<file path="config.mk">
export PLATFORM = sky130hd
export DESIGN_NAME = scc_ram
export DESIGN_NICKNAME = d
export VERILOG_FILES = /design/src/hw/rtl/assert_macros.svh /design/src/hw/rtl/scc_ram.sv
export SDC_FILE = /design/constraint.sdc
export NUM_CORES = 1
export LEC_CHECK = 0
export CAP_MARGIN = 40
export CORE_MARGIN = 2
export CORE_UTILIZATION = 25
export CTS_CLUSTER_DIAMETER = 40
export DETAILED_ROUTE_END_ITERATION = 7
export DONT_BUFFER_PORTS = 1
export HOLD_SLACK_MARGIN = 0.08
export SLEW_MARGIN = 10
export SYNTH_ARGS = -nofsm -noshare
export SYNTH_HDL_FRONTEND = slang
export SYNTH_SLANG_ARGS = --single-unit
</file>
<file path="constraint.sdc">
create_clock -name i_clk -period 2 [get_ports i_clk]
set_clock_uncertainty 0.1 [all_clocks]
set_input_delay 0.1 -clock i_clk [delete_from_list [all_inputs] [get_ports i_clk]]
set_output_delay 0.1 -clock i_clk [all_outputs]
set_load 0.03 [all_outputs]
</file>
<file path="src/hw/rtl/assert_macros.svh">
// assertion macros for the rtl
`ifndef ASSERT_MACROS_SVH
`define ASSERT_MACROS_SVH
// property that must hold whenever reset is released
`define ASSERT_HOLDS(label, clk, rst_n, prop, msg) \
    label: assert property (@(posedge clk) disable iff (!rst_n) (prop)) else $error(msg);
// implication checked on the next clock edge
`define ASSERT_NEXT(label, clk, rst_n, ante, cons, msg) \
    label: assert property (@(posedge clk) disable iff (!rst_n) (ante) |=> (cons)) \
        else $error(msg);
`endif

</file>
<file path="src/hw/rtl/scc_ram.sv">
// ----------------------------------------------------------------------------
// scc_ram
// generic single port write, single port read ram with registered read
// ----------------------------------------------------------------------------
module scc_ram #(
    parameter int Width = 8,
    parameter int Depth = 64
) (
    input  logic                     i_clk,
    input  logic                     i_we,
    input  logic [$clog2(Depth)-1:0] i_waddr,
    input  logic [Width-1:0]         i_wdata,
    input  logic [$clog2(Depth)-1:0] i_raddr,
    output logic [Width-1:0]         o_rdata
);
    logic [Width-1:0] r_mem [Depth];
    logic [Width-1:0] r_rdata;

    // write port and registered read port
    always_ff @(posedge i_clk) begin
        if (i_we) begin
            r_mem[i_waddr] <= i_wdata;
        end
        r_rdata <= r_mem[i_raddr];
    end

    assign o_rdata = r_rdata;
endmodule

</file>
==> metrics.yaml, run 1 <==
timing:
  hold_slack_ns: -0.466
  setup_slack_ns: -0.0221
  hold_violations: 8
  fmax_mhz: 495
  tightest_slew_ns: 0.597
  slew_viol_final: 0
  period_minus_slack_ns: 2.02
  rsz0062_at_grt: "yes"
  setup_violations: 5
  maxSlewHeadroom: 0.601
  period_share: 1.01
clock_tree:
  clkLatencyLatePin_ns: 0.60
  clockRootBuffer: "clkbuf_16"
  numCtsBuffers: 56
  cts_hold_buf: 27
  cts.clk_slew.worst_paths_ns: 0.06
  cts_tree: "yes"
  h-tree-depth: 2
  cts_sinks: 520
  cts.path.max_buffers: 3
critical_path:
  cp.required_ns: 2.36
  crit_fanout: 1
  startpoint_type: "flip-flop"
  critPathArrivalTime_ns: 2.38
  crit_type: "reg -> reg"
  end_kind: "flip-flop"
die:
  die_h_um: 288
  initial_core_util: 0.252
  fp.dieW_um: 288
  io_pins: 30
  die-area_um2: 83000
  num_rows: 104
  coreArea_um2: 80200
power:
  power.leakage_nw: 7.51
  p_sw_mw: 4.95
  p_per_area_nw_per_um2: 968
  p_int_mw: 18.5
  p_comb_frac: 0.041
  ir_worst_vdd_uv: 738
  switching_share: 0.211
  p_clk_frac: 0.441
  seqPwrFrac: 0.518
global_routing:
  grt_overflow_total: 0
  groute.usage.overall: 0.111
  grt_max_degree: 138
  grt_pass1_wl_um: 68500
  antenna_found_initial: 5
  grt_pass1_vias: 10200
logic_synthesis:
  synth.net_count: 962
  syn_avg_cell_area_um2: 21.5
  yosysTopAreaCell: "edfxtp_1"
  yosysMostFrequentCell: "edfxtp_1"
  ys.flop_type: "edfxtp_1"
  synthCells: 940
  netlist_top_cells_count: "512 x edfxtp_1, 126 x mux4_2, 83 x nor2_1"
  synthArstFlopShare: 0
  synth.distinct_cells: 40
  synth.area.top_cells: "edfxtp_1 76%, mux4_2 14%, nor2_1 1.5%"
  synth-seq-cells: 520
  syn_area_um2: 20200
  yosys_warnings: 0
  ys_seq_area_frac: 0.770
  synth_edf_count: 512
  synth_top_area_share: 0.762
layout:
  regArea_um2: 15500
  fillers: 7774
  final_util: 0.302
  final_cell_area_um2: 24200
  multi_input_area_um2: 4420
  drive_gt1_frac: 0.298
  area_growth_pct: 20.1
  fin_nets: 1081
placement:
  dp_hpwl_um: 26200
  pre_cts_ws_ns: -0.234
  placed_area_um2: 21800
  port-buffer-count: 0
  place_congestion: 0.777
routing:
  routed_via_density: 4.54
  drt_iter0_markers: 1085
  drc: 0
  ant_nets: 0
  via_count: 9859
  wl_per_cell_um: 21.4
  wl_um: 46400
  first_pass_iters: 5
run_status:
  status: "finished with violations"
  violations: "hold timing, setup timing"
run:
  maxCapViolations: 0
hold_path:
  hold_path.class: "in -> reg"
[worst max-delay path, cell delays in order, from the launching register on]
cell      delay, ns
edfxtp_1       0.37
mux4_2         0.47
mux2_2         0.27
o221a_2        0.29
nor3_4         0.25
o32ai_1        0.14
[metal layers]
layer | up-vias | wire [µm] | global-route usage
li1 | 4197 | - | -
met1 | 5236 | 20000 | 0.153
met2 | 368 | 21400 | 0.171
met3 | 58 | 4390 | 0.0364
met4 | 0 | 689 | 0.0247
met5 | - | 0 | 0
[layout make-up]
type,count,area share
Clock buffer,61,0.0586
Tap cell,1060,0.0548
Clock inverter,43,0.0184
Antenna cell,7,0.000723
Multi-Input combinational cell,369,0.182
Sequential cell,520,0.641
Timing Repair Buffer,112,0.0437
[through the flow]
| step | hold WS, ns | std cells | TNS, ns | power [mW] |
|---|---|---|---|---|
| after floorplan | 0.0989 | 940 | 0 | 13.0 |
| after global placement | 0.109 | 2034 | -0.869 | 13.0 |
| after detailed placement | 0.110 | 2034 | -1.00 | 13.0 |
| after CTS | -0.511 | 2165 | -0.0215 | 23.7 |
| after global routing | -0.505 | 2170 | -0.0879 | 24.2 |
| final | -0.466 | 2172 | -0.0277 | 23.5 |
[cells by family (layout without fill, tap and decap cells)]
logic type / Yosys count / after routing / share of synthesized area
buf+inv: 51 / 216 / 0.0157
other cells: 0 / 7 / 0
simple gates: 153 / 153 / 0.0339
flops: 520 / 520 / 0.770
mux: 162 / 162 / 0.159
compound gates: 54 / 54 / 0.0207
[final timing paths]
path	cells past startpoint	end	startpoint	slack, ns
setup / recovery	5	o_rdata[6]	r_mem[20][6]	-0.02
hold / removal	1	o_rdata[3]	i_raddr[5]	-0.47
setup reg to reg	5	o_rdata[6]	r_mem[20][6]	-0.02
hold reg to reg	3	o_rdata[4]	r_mem[27][4]	0.76
[registers in the layout, indices dropped and copies added (netlist names)]
register and cells:
r_mem 512, o_rdata 8
[power groups by stage]
stage / combinational [mW] / clock (mW) / sequential (mW)
after floorplan: 0.643 / 0 / 12.4
after global placement: 0.639 / 0 / 12.4
after detailed placement: 0.638 / 0 / 12.4
after CTS: 0.954 / 10.6 / 12.2
after global routing: 1.01 / 11.0 / 12.2
final: 0.956 / 10.3 / 12.2
[layout by cell type (no fill, tap or decap), types with 11 or more instances in the layout]
cell             n
buf_4           85
nor2_1          83
nand3_1         13
edfxtp_1       512
mux2_2          11
mux4_2         126
clkbuf_16       56
clkinv_1        14
nor2b_1         14
mux2i_1         23
dlygate4sd3_1   18
nand2_1         19
[timing repair]
action,4_1_cts,5_1_grt
setup buffers,0,0
setup endpoints to repair,6,4
gates resized for setup,12,5
hold endpoints to repair,1013,8
pin swaps,3,3
No activity file was read; power rests on OpenSTA's default activity.
==> run 2, diff against run 1 <==
--- a/config.mk
+++ b/config.mk
@@ -8,6 +8,7 @@
 export CAP_MARGIN = 40
 export CORE_MARGIN = 2
 export CORE_UTILIZATION = 25
+export CTS_BUF_LIST = sky130_fd_sc_hd__clkbuf_8 sky130_fd_sc_hd__clkbuf_16
 export CTS_CLUSTER_DIAMETER = 40
 export DETAILED_ROUTE_END_ITERATION = 7
 export DONT_BUFFER_PORTS = 1
==> metrics.yaml, run 2 (synthesized netlist as in run 1, its figures left out) <==
clock_tree:
  h-tree-depth: 2  # unchanged
  numCtsBuffers: 56  # unchanged
  cts_hold_buf: 27  # unchanged
  cts_sinks: 520  # unchanged
  cts.clk_slew.worst_paths_ns: 0.06  # about the same
  clockRootBuffer: "clkbuf_16"
  clkLatencyLatePin_ns: 0.60  # about the same
  cts.path.max_buffers: 3  # unchanged
  cts_tree: "yes"
timing:
  period_minus_slack_ns: 2.02  # +0.000693 ns
  setup_violations: 5  # unchanged
  slew_viol_final: 0  # unchanged
  rsz0062_at_grt: "yes"
  tightest_slew_ns: 0.597  # +0.0000879 ns
  hold_violations: 8  # unchanged
  setup_slack_ns: -0.0228  # -0.000693 ns
  hold_slack_ns: -0.466  # +0.00000100 ns
  period_share: 1.01  # about the same
  maxSlewHeadroom: 0.601  # about the same
  fmax_mhz: 494  # about the same
routing:
  drc: 0  # unchanged
  wl_um: 46400  # about the same
  routed_via_density: 4.54  # about the same
  ant_nets: 0  # unchanged
  via_count: 9867  # +0.081%
  wl_per_cell_um: 21.4  # about the same
  drt_iter0_markers: 1080  # -0.46%
  first_pass_iters: 5  # unchanged
power:
  power.leakage_nw: 7.53  # +0.28%
  power_mw: 23.4  # -0.10%
  ir_worst_vdd_uv: 738  # about the same
  p_per_area_nw_per_um2: 967  # -0.10%
die:
  num_rows: 104  # unchanged
  die-area_um2: 83000  # unchanged
  die_h_um: 288  # unchanged
  io_pins: 30  # unchanged
  initial_core_util: 0.252  # unchanged
  fp.dieW_um: 288  # unchanged
  coreArea_um2: 80200  # unchanged
placement:
  dp_hpwl_um: 26200  # unchanged
  place_congestion: 0.777  # unchanged
  port-buffer-count: 0  # unchanged
global_routing:
  grt_pass1_vias: 10200  # unchanged
  grt_max_degree: 138  # unchanged
  groute.usage.overall: 0.111  # unchanged
  grt_pass1_wl_um: 68500  # unchanged
  antenna_found_initial: 5  # unchanged
  grt_overflow_total: 0  # unchanged
layout:
  drive_gt1_frac: 0.298  # unchanged
  largest_register_ffs: 512  # unchanged
  regMostFlops: "r_mem"
  mostFrequentLayoutCells: "512 x edfxtp_1, 126 x mux4_2, 85 x buf_4"
  area_growth_pct: 20.1  # unchanged
  fillers: 7774  # unchanged
  fin_nets: 1081  # unchanged
  mostFrequentLayoutCell: "edfxtp_1"
critical_path:
  crit_type: "reg -> reg"
  critPathArrivalTime_ns: 2.39  # about the same
  cp.required_ns: 2.36  # about the same
  crit_fanout: 1  # unchanged
  end_kind: "flip-flop"
  startpoint_type: "flip-flop"
run_status:
  status: "finished with violations"
  violations: "hold timing, setup timing"
hold_path:
  hold_path.class: "in -> reg"
run:
  maxCapViolations: 0  # unchanged
run 2: cell count changes in the layout (fill, tap and decap cells not counted), sizes merged:
cell | previous run | this run
inv | 9 | 14
clkbuf | 61 | 56
run 2: cell type report:
| cell class | instances | area [µm²] | area share |
|---|---|---|---|
| Antenna cell | 7 | 17.5 | 0.000723 |
| Clock buffer | 56 | 1400 | 0.0579 |
| Clock inverter | 48 | 464 | 0.0192 |
| Multi-Input combinational cell | 369 | 4420 | 0.182 |
| Sequential cell | 520 | 15500 | 0.641 |
| Tap cell | 1060 | 1330 | 0.0548 |
| Timing Repair Buffer | 112 | 1060 | 0.0437 |
run 2: metal layers:
metal  vias up  routed length, µm  part of all wire  global-route usage
met4         0                682             0.015              0.0247
met3        56               4480             0.096              0.0364
met2       379              21400              0.46               0.171
met5         -                  0                 0                   0
met1      5236              19900              0.43               0.153
li1       4196                  -                 -                   -
run 2: path summary, 6_finish.rpt:
kind                                   start         end  slack (ns)  cells past startpoint
worst min register to register  r_mem[27][4]  o_rdata[4]        0.76                      3
worst min-delay path              i_raddr[5]  o_rdata[3]       -0.47                      1
worst max-delay path            r_mem[20][6]  o_rdata[6]       -0.02                      5
worst max register to register  r_mem[20][6]  o_rdata[6]       -0.02                      5
run 2: through the flow:
stage / cells / utilization / setup TNS, ns / cell area, µm² / worst slack (ns)
after floorplan: 940 / - / 0 / 20200 / 0.132
after global placement: 2034 / 0.272 / -0.869 / 21800 / -0.212
after detailed placement: 2034 / 0.272 / -1.00 / 21800 / -0.234
after CTS: 2165 / 0.302 / -0.0215 / 24200 / -0.0215
after global routing: 2170 / 0.302 / -0.0879 / 24200 / -0.0629
final: 2172 / 0.302 / -0.0380 / 24200 / -0.0228
run 2: what timing repair did:
item / 4_1_cts / 5_1_grt
buffers inserted: 0 / 0
gates resized for setup: 12 / 5
setup endpoints to repair: 6 / 4
hold endpoints to repair: 1013 / 8
pin swaps: 3 / 3
run 2: worst max-delay path, stage by stage (launching register included):
cell and delay (ns):
edfxtp_1 0.37, mux4_2 0.47, mux2_2 0.27, o221a_2 0.29, nor3_4 0.25, o32ai_1 0.14
run 2: report_power, final:
| group | internal, mW | total [mW] | leakage (nW) | switching (mW) |
|---|---|---|---|---|
| clock network | 5.97 | 10.3 | 0.916 | 4.35 |
| logic | 0.462 | 0.955 | 1.94 | 0.493 |
| registers | 12.1 | 12.2 | 4.67 | 0.103 |
